===== config.mk =====
export PLATFORM = sky130hd
export DESIGN_NAME = histogram_extrema_finder_unit
export DESIGN_NICKNAME = d
export VERILOG_FILES = /design/src/hef_pkg.sv /design/src/hef_front.sv /design/src/hef_queue.sv /design/src/hef_back.sv /design/src/histogram_extrema_finder_unit.sv
export SDC_FILE = /design/constraint.sdc
export NUM_CORES = 1
export LEC_CHECK = 0
export ABC_AREA = 1
export BUFFER_PORTS_ARGS = -buffer_cell sky130_fd_sc_hd__buf_2
export CORE_MARGIN = 2
export CORE_UTILIZATION = 56
export CTS_CLUSTER_DIAMETER = 100
export DETAILED_ROUTE_END_ITERATION = 7
export GPL_TIMING_DRIVEN = 0
export PLACE_DENSITY = 0.84
export SYNTH_ARGS = -nofsm -noshare
export SYNTH_HDL_FRONTEND = slang
export SYNTH_SLANG_ARGS = --single-unit

===== constraint.sdc =====
create_clock -name i_clk -period 13.15 [get_ports i_clk]
set_input_delay 3.2875 -clock i_clk [delete_from_list [all_inputs] [get_ports i_clk]]
set_output_delay 3.2875 -clock i_clk [all_outputs]
set_load 0.01 [all_outputs]

===== src/hef_pkg.sv =====
// ----------------------------------------------------------------------------
// hef_pkg
// Shared types and constants for the histogram extrema finder.
// ----------------------------------------------------------------------------
`default_nettype none

package hef_pkg;

    // Kind of a reported result
    typedef enum logic [1:0] {
        KIND_MIN = 2'd0,
        KIND_MAX = 2'd1,
        KIND_END = 2'd2
    } t_kind;

    // Where a result came from
    typedef enum logic [1:0] {
        SRC_ENDPOINT = 2'd0,
        SRC_INTERIOR = 2'd1,
        SRC_RISE     = 2'd2,
        SRC_FALL     = 2'd3
    } t_src;

    // Result slots per sample, in output order
    localparam int NUM_SLOTS   = 4;
    localparam int SLOT_EDGE0  = 0;   // interior point or first endpoint
    localparam int SLOT_RISE   = 1;
    localparam int SLOT_ENDPT  = 2;   // closing endpoint
    localparam int SLOT_CLOSE  = 3;   // last fall or bare end marker

    localparam int QUEUE_DEPTH = 4;
    localparam int QUEUE_AW    = $clog2(QUEUE_DEPTH);

    localparam logic [15:0] THRESH_RESET = 16'd655;

    // Register map (byte addresses)
    localparam int          CFG_AW                 = 3;
    localparam logic [CFG_AW-1:0] ADDR_ZERO_THRESHOLD = 3'd0;

    typedef struct packed {
        logic [7:0] position;
        t_kind      kind;
        t_src       source;
    } t_result;

    // All results one sample causes
    typedef struct packed {
        t_result [NUM_SLOTS-1:0] slot;
        logic    [NUM_SLOTS-1:0] mask;
        logic                    eop;
    } t_bundle;

endpackage

`default_nettype wire


===== src/hef_front.sv =====
// ----------------------------------------------------------------------------
// hef_front
// Thresholds samples, runs the three-sample window and builds one result
// bundle per sample.
// ----------------------------------------------------------------------------
`default_nettype none

module hef_front import hef_pkg::*; #(
    parameter int MAX_LENGTH = 256
) (
    input  wire logic        i_clk,
    input  wire logic        i_rst_n,
    input  wire logic [15:0] i_threshold,
    input  wire logic        i_valid,
    input  wire logic [15:0] i_sample,
    input  wire logic        i_last,
    input  wire logic        i_q_full,
    output logic             o_ready,
    output logic             o_push,
    output t_bundle          o_bundle
);

    localparam int CW = $clog2(MAX_LENGTH);
    localparam logic [CW-1:0] LAST_IDX = CW'(MAX_LENGTH - 1);

    logic [15:0]   r_older, r_newer;
    logic [CW-1:0] r_count;
    logic          r_rise_seen;
    logic [7:0]    r_fall_pos;
    logic          r_fall_seen;

    logic          accept, ending, j0, j1, jn;
    logic [15:0]   v;
    logic [CW-1:0] jm1;
    logic [CW+7:0] j_ext, jm1_ext;
    logic [7:0]    pos_j, pos_jm1;
    logic          fall_now, fall_seen_eff, rise_now;
    logic [7:0]    fall_pos_eff;
    t_bundle       b;

    assign o_ready = !i_q_full;
    assign accept  = i_valid && o_ready;

    always_comb begin
        v        = (i_sample < i_threshold) ? 16'd0 : i_sample;
        j0       = (r_count == '0);
        j1       = (r_count == CW'(1));
        jn       = !j0 && !j1;
        ending   = i_last || (r_count == LAST_IDX);
        jm1      = r_count - CW'(1);
        j_ext    = {8'd0, r_count};
        jm1_ext  = {8'd0, jm1};
        pos_j    = j_ext[7:0];
        pos_jm1  = jm1_ext[7:0];

        rise_now      = jn && !r_rise_seen && (r_newer == 16'd0) && (v != 16'd0);
        fall_now      = jn && (v == 16'd0) && (r_newer != 16'd0);
        fall_seen_eff = r_fall_seen || fall_now;
        fall_pos_eff  = fall_now ? pos_jm1 : r_fall_pos;

        b = '0;
        // first endpoint or interior point at j-1
        if (j1) begin
            b.slot[SLOT_EDGE0] = '{8'd0, (r_newer > v) ? KIND_MAX : KIND_MIN, SRC_ENDPOINT};
            b.mask[SLOT_EDGE0] = (r_newer != v);
        end else if (jn) begin
            b.slot[SLOT_EDGE0].position = pos_jm1;
            b.slot[SLOT_EDGE0].source   = SRC_INTERIOR;
            if (r_older > r_newer && r_newer < v) begin
                b.slot[SLOT_EDGE0].kind = KIND_MIN;
                b.mask[SLOT_EDGE0]      = 1'b1;
            end else if (r_older < r_newer && r_newer > v) begin
                b.slot[SLOT_EDGE0].kind = KIND_MAX;
                b.mask[SLOT_EDGE0]      = 1'b1;
            end
        end
        b.slot[SLOT_RISE] = '{pos_j, KIND_MIN, SRC_RISE};
        b.mask[SLOT_RISE] = rise_now;

        b.slot[SLOT_ENDPT] = '{pos_j, (v > r_newer) ? KIND_MAX : KIND_MIN, SRC_ENDPOINT};
        b.mask[SLOT_ENDPT] = ending && !j0 && (v != r_newer);

        if (fall_seen_eff) begin
            b.slot[SLOT_CLOSE] = '{fall_pos_eff, KIND_MIN, SRC_FALL};
            b.mask[SLOT_CLOSE] = ending;
        end else begin
            b.slot[SLOT_CLOSE] = '{pos_j, KIND_END, SRC_ENDPOINT};
            b.mask[SLOT_CLOSE] = ending && (b.mask[SLOT_ENDPT:SLOT_EDGE0] == '0);
        end
        b.eop = ending;
    end

    assign o_bundle = b;
    assign o_push   = accept && (b.mask != '0);

    always_ff @(posedge i_clk) begin
        if (!i_rst_n) begin
            r_older     <= '0;
            r_newer     <= '0;
            r_count     <= '0;
            r_rise_seen <= 1'b0;
            r_fall_pos  <= '0;
            r_fall_seen <= 1'b0;
        end else if (accept) begin
            if (ending) begin
                r_older     <= '0;
                r_newer     <= '0;
                r_count     <= '0;
                r_rise_seen <= 1'b0;
                r_fall_pos  <= '0;
                r_fall_seen <= 1'b0;
            end else begin
                r_older     <= r_newer;
                r_newer     <= v;
                r_count     <= r_count + CW'(1);
                r_rise_seen <= r_rise_seen || rise_now;
                r_fall_pos  <= fall_pos_eff;
                r_fall_seen <= fall_seen_eff;
            end
        end
    end

endmodule

`default_nettype wire


===== src/hef_queue.sv =====
// ----------------------------------------------------------------------------
// hef_queue
// Small bundle FIFO between the front and back parts.
// ----------------------------------------------------------------------------
`default_nettype none

module hef_queue import hef_pkg::*; (
    input  wire logic    i_clk,
    input  wire logic    i_rst_n,
    input  wire logic    i_push,
    input  t_bundle      i_data,
    input  wire logic    i_pop,
    output logic         o_full,
    output logic         o_empty,
    output t_bundle      o_head
);

    t_bundle               r_mem [QUEUE_DEPTH];
    logic [QUEUE_AW-1:0]   r_wr_ptr, r_rd_ptr;
    logic [QUEUE_AW:0]     r_count;

    assign o_full  = (r_count == (QUEUE_AW+1)'(QUEUE_DEPTH));
    assign o_empty = (r_count == '0);
    assign o_head  = r_mem[r_rd_ptr];

    always_ff @(posedge i_clk) begin
        if (i_push) begin
            r_mem[r_wr_ptr] <= i_data;
        end
    end

    always_ff @(posedge i_clk) begin
        if (!i_rst_n) begin
            r_wr_ptr <= '0;
            r_rd_ptr <= '0;
            r_count  <= '0;
        end else begin
            if (i_push) r_wr_ptr <= r_wr_ptr + QUEUE_AW'(1);
            if (i_pop)  r_rd_ptr <= r_rd_ptr + QUEUE_AW'(1);
            case ({i_push, i_pop})
                2'b10:   r_count <= r_count + (QUEUE_AW+1)'(1);
                2'b01:   r_count <= r_count - (QUEUE_AW+1)'(1);
                default: r_count <= r_count;
            endcase
        end
    end

endmodule

`default_nettype wire


===== src/hef_back.sv =====
// ----------------------------------------------------------------------------
// hef_back
// Drains the head bundle one result per transfer into the output register.
// ----------------------------------------------------------------------------
`default_nettype none

module hef_back import hef_pkg::*; (
    input  wire logic     i_clk,
    input  wire logic     i_rst_n,
    input  wire logic     i_empty,
    input  t_bundle       i_head,
    output logic          o_pop,
    input  wire logic     i_ready,
    output logic          o_valid,
    output t_result       o_result,
    output logic          o_eop
);

    logic [NUM_SLOTS-1:0] r_sent, pending, sel, rest;
    logic                 r_valid, r_eop, load;
    t_result              r_result, pick;

    always_comb begin
        pending = i_head.mask & ~r_sent;
        sel     = pending & (~pending + NUM_SLOTS'(1));   // lowest pending slot
        rest    = pending & ~sel;
        load    = !i_empty && (!r_valid || i_ready);
        o_pop   = load && (rest == '0);
        pick    = i_head.slot[SLOT_EDGE0];
        for (int k = 0; k < NUM_SLOTS; k++) begin
            if (sel[k]) pick = i_head.slot[k];
        end
    end

    always_ff @(posedge i_clk) begin
        if (!i_rst_n) begin
            r_valid <= 1'b0;
            r_sent  <= '0;
        end else begin
            if (load) begin
                r_valid <= 1'b1;
                r_sent  <= o_pop ? '0 : (r_sent | sel);
            end else if (i_ready) begin
                r_valid <= 1'b0;
            end
        end
    end

    always_ff @(posedge i_clk) begin
        if (load) begin
            r_result <= pick;
            r_eop    <= i_head.eop && (rest == '0);
        end
    end

    assign o_valid  = r_valid;
    assign o_result = r_result;
    assign o_eop    = r_eop;

endmodule

`default_nettype wire


===== src/histogram_extrema_finder_unit.sv =====
// ----------------------------------------------------------------------------
// histogram_extrema_finder_unit
// Streams a 1-D profile and reports its local minima and maxima.
// ----------------------------------------------------------------------------
// Path: a sample transfer writes its result bundle into the queue at the
//   accepting edge when it yields any result; the output register loads
//   from the queue head whenever it is empty or its result is being taken.
// Throughput: one sample per cycle while each yields at most one result and
//   tready is high; the output register moves one result per ready cycle,
//   and multi-result samples stall input once the 4-entry queue fills.
// Reset: synchronous, active low; clears the window, flags, queue and output
//   valid, and loads zero_threshold with 655.
// ----------------------------------------------------------------------------
`default_nettype none

module histogram_extrema_finder_unit import hef_pkg::*; #(
    parameter int MAX_LENGTH = 256
) (
    input  wire logic              i_clk,
    input  wire logic              i_rst_n,
    // sample stream
    input  wire logic              i_s_axis_tvalid,
    output logic                   o_s_axis_tready,
    input  wire logic [15:0]       i_s_axis_tdata,   // [15:0] sample
    input  wire logic              i_s_axis_tlast,   // last sample of profile
    // result stream
    output logic                   o_m_axis_tvalid,
    input  wire logic              i_m_axis_tready,
    output logic [7:0]             o_m_axis_tdata,   // [7:0] position
    output logic [3:0]             o_m_axis_tuser,   // [1:0] kind, [3:2] source
    output logic                   o_m_axis_tlast,   // end_of_profile
    // configuration
    input  wire logic              psel,
    input  wire logic              penable,
    input  wire logic              pwrite,
    input  wire logic [CFG_AW-1:0] paddr,
    input  wire logic [31:0]       pwdata,
    output logic [31:0]            prdata,
    output logic                   pready
);

    logic [15:0] r_threshold;
    logic        cfg_hit;

    // Only one register; word aligned decode on paddr[2].
    assign cfg_hit = (paddr[2] == ADDR_ZERO_THRESHOLD[2]);
    assign pready  = 1'b1;
    assign prdata  = cfg_hit ? {16'd0, r_threshold} : 32'd0;

    always_ff @(posedge i_clk) begin
        if (!i_rst_n) begin
            r_threshold <= THRESH_RESET;
        end else if (psel && penable && pwrite && pready && cfg_hit) begin
            r_threshold <= pwdata[15:0];
        end
    end

    // Front: threshold, window compare, bundle build
    logic    q_full, q_empty, push, pop;
    t_bundle push_bundle, head;

    hef_front #(
        .MAX_LENGTH (MAX_LENGTH)
    ) u_front (
        .i_clk       (i_clk),
        .i_rst_n     (i_rst_n),
        .i_threshold (r_threshold),
        .i_valid     (i_s_axis_tvalid),
        .i_sample    (i_s_axis_tdata),
        .i_last      (i_s_axis_tlast),
        .i_q_full    (q_full),
        .o_ready     (o_s_axis_tready),
        .o_push      (push),
        .o_bundle    (push_bundle)
    );

    // Decouples sample acceptance from output backpressure
    hef_queue u_queue (
        .i_clk   (i_clk),
        .i_rst_n (i_rst_n),
        .i_push  (push),
        .i_data  (push_bundle),
        .i_pop   (pop),
        .o_full  (q_full),
        .o_empty (q_empty),
        .o_head  (head)
    );

    // Back: serializes bundle slots onto the result stream
    t_result res;

    hef_back u_back (
        .i_clk    (i_clk),
        .i_rst_n  (i_rst_n),
        .i_empty  (q_empty),
        .i_head   (head),
        .o_pop    (pop),
        .i_ready  (i_m_axis_tready),
        .o_valid  (o_m_axis_tvalid),
        .o_result (res),
        .o_eop    (o_m_axis_tlast)
    );

    assign o_m_axis_tdata = res.position;
    assign o_m_axis_tuser = {res.source, res.kind};

endmodule

`default_nettype wire


==> impl_metrics.tcl <==
set metrics [dict create \
    start_util 0.576 \
    coreArea_mm2 0.0189 \
    syn_to_final_growth_pct 14.1 \
    maxSlewViolCount 0 \
    synth_xor_area_frac 0.00644 \
    maxCapViolCount 0 \
    hold_class "reg -> reg" \
    drt_iter0_markers 771 \
    slew_headroom 0.502 \
    cts_buffers 23 \
    synth-edff-count 149 \
    min_to "u_back.r_sent[3]" \
    dpl.hpwl_mm 18.4 \
    grt_max_degree 29 \
    worstPathArrival_ns 7.87 \
    pwr-share-comb 0.253 \
    required_ns 13.54 \
    critPathKind "in -> reg" \
    io_buffer_count 69 \
    whs_path_depth 2 \
    rrSetupSlack_ns 8.18 \
    gp_congestion 0.908 \
    fin_crit_ns 7.48 \
    path_common_cell "nand2_1" \
    layout.nets 1346 \
    path_clk_slew_ns 0.06 \
    skew_ns 0.00719 \
    p_clk_frac 0.300 \
    p_per_area_mw_per_mm2 161 \
    seqPwrFrac 0.447 \
    hold_buffers 0 \
    path_max_fanout 10 \
    cts_setup_buffers 0 \
    clock_insertion_delay_worst_skew_ns 0.51 \
    vias 8562 \
    wire_per_inst_um 17.5 \
    timing.rr.end "u_queue.r_count[2]" \
    synth-seq-cells 229 \
    die-area_mm2 0.0206 \
    yosys.area_share.simple 0.164 \
    synth_seq_area_share 0.558 \
    switchingPower_uw 630 \
    cts.root.buffer_cell "clkbuf_16" \
    n_antenna_cell 0 \
    synth.distinct_cells 52 \
    dieHeight_um 143 \
    r2r_cells 31 \
    rows 50 \
    hold_viol_final 0 \
    max_freq_mhz 134 \
    fin_setup_tns_ns 0 \
    num_io_pins 107 \
    slowest_stage "clkbuf_1" \
    fp.dieW_um 143 \
    setup_violations 0 \
    drc_errors 0 \
    grt_pass1_vias 8593 \
    ys_async_sr_fraction 0 \
    critPathLaunchType "input pin" \
    tightest_slew_ns 0.739 \
    synthFlopType "edfxtp_1" \
    drtPass1Iterations 5 \
    grt_overflow 0 \
    drive_gt1_frac 0.156 \
    period_share 0.569 \
    synth_fa_ha_area_frac 0.0651 \
    hold_ws_ns 0.450 \
    synth.avg_cell_area_um2 9.74 \
    r2r-start "r_threshold[15]" \
    grt_usage 0.262 \
    synthCells 1117 \
    grt_setup_unrepaired "no" \
    synth-compound-area-share 0.138 \
    synthMuxAreaShare 0 \
    antenna_left 0 \
    synth_top_family_by_area "simple AND/OR/NAND/NOR gates" \
    routed_wl_mm 26.4 \
    cts.htree.levels 1 \
    min-delay-start "u_back.r_sent[3]" \
    ir_worst_vdd_mv 0.0887 \
    cts_resized 0 \
    yosysWarnings 0 \
    antenna_found_initial 0 \
    cts_buffer_depth 3 \
    leakage_uw 0.00481 \
    intPower_uw 1370 \
    grt_pass1_wl_mm 42.2 \
    switching_share 0.316 \
    cpPeakStageDelay_ns 0.40 \
    vias_per_cell 5.68 \
    synth.cell_area_mm2 0.0109 \
    tritoncts "built" \
    clock_sinks 229 \
    outcome "finished clean" \
    end_kind "flip-flop" \
]
==> critical path, delay by kind of cell <==
kind | cells | cell delay, ns
and+or+nand+nor | 16 | 1.92
adders and majority gates | 4 | 1.16
buffers and inverters | 5 | 0.81
AOI/OAI and AO/OA | 6 | 0.69
==> state kept, by name, summed over array words and instances (netlist names), named ones only <==
signal               flops
u_front.r_newer         16
u_back.o_eop             1
u_front.r_older         16
u_front.r_fall_pos       8
u_queue.r_rd_ptr         2
u_back.r_sent            4
u_back.o_valid           1
u_front.r_fall_seen      1
u_front.pos_j            8
r_threshold             16
u_back.o_result         12
u_queue.r_count          3
u_front.r_rise_seen      1
u_queue.r_mem          136
u_queue.r_wr_ptr         2
==> area by class of cell <==
cell class | instances | area [um^2]
inverters | 99 | 372
multi-input cells | 738 | 4170
clock inverters | 6 | 27.5
flip-flops and latches | 229 | 6080
repair buffers | 74 | 437
plain buffers | 66 | 359
fillers | 1457 | 6480
well taps | 260 | 325
clock buffers | 35 | 651
==> power groups by stage <==
stage	combinational [uW]	sequential [uW]	clock [uW]
6_report	506	892	598
5_1_grt	551	899	632
3_5_place_dp	499	907	0
4_1_cts	503	892	602
3_3_place_gp	462	909	0
2_1_floorplan	309	917	0
==> routing by layer <==
layer / wire, um / GRT usage / vias up / part of all wire
met5: 0 / 0 / - / 0
met4: 1220 / 0.126 / 0 / 0.046
met3: 2130 / 0.0377 / 96 / 0.081
met2: 13100 / 0.463 / 435 / 0.50
met1: 9980 / 0.314 / 3978 / 0.38
li1: - / - / 4053 / -
==> synthesized netlist by cell type (all sizes together) (3+ instances only) <==
master,instances,share of area
a211oi,3,0.0025
a21oi,96,0.044
a31oi,4,0.0023
a32o,3,0.0028
buf,25,0.019
clkbuf,41,0.014
dfxtp,80,0.15
edfxtp,149,0.41
ha,55,0.063
inv,98,0.034
nand2,172,0.065
nand3,53,0.027
nand4,5,0.0029
nor2,139,0.054
nor3,8,0.0041
nor4,5,0.0029
o211ai,6,0.0041
o21ai,123,0.060
o221ai,8,0.0070
o22ai,20,0.012
xor2,7,0.0056
==> how the worst max path moves through the flow <==
stage                      endpoint  slack [ns]          startpoint
6_report         u_queue.r_count[2]        5.67  i_s_axis_tdata[15]
5_1_grt          u_queue.r_count[2]        5.14  i_s_axis_tdata[15]
4_1_cts                  prdata[13]        5.70            paddr[2]
3_5_place_dp     u_queue.r_count[2]        5.20  i_s_axis_tdata[15]
3_3_place_gp   u_queue.r_mem[0][26]        3.75  i_s_axis_tdata[15]
2_1_floorplan   u_queue.r_mem[0][0]        5.46  i_s_axis_tdata[15]
==> cells by family after synthesis <==
family / after synthesis
and+or+nand+nor: 390
xor gates and xnor gates: 8
DFF: 229
buffers and inverters: 165
AOI/OAI and AO/OA: 267
other: 2
adders and majority gates: 56
==> stage by stage <==
step           setup WS [ns]  total power, uW  instance area [um^2]  cells  utilization
2_1_floorplan           5.46             1230                 10900   1132            -
3_3_place_gp            3.75             1370                 11600   1461        0.614
3_5_place_dp            5.20             1410                 11700   1466        0.621
4_1_cts                 5.70             2000                 12400   1507        0.657
5_1_grt                 5.14             2080                 12400   1507        0.657
6_report                5.67             2000                 12400   1507        0.657
==> cells in the final DEF (no fill, tap or decap), types with 10 or more instances in the layout <==
cell type	Yosys	final
nand2_1	158	158
edfxtp_1	149	149
nor2_1	128	124
a21oi_1	96	96
o21ai_0	94	94
inv_1	87	87
dfxtp_1	80	80
buf_2	2	71
ha_1	55	55
clkbuf_1	41	50
nand3_1	48	48
clkbuf_16	0	23
o22ai_1	20	20
buf_4	18	18
o21ai_1	18	18
conb_1	2	17
inv_2	11	11
nor2_4	7	11
o21ai_2	11	11
nand2_2	10	10
No activity file was read; power rests on OpenSTA's default activity.
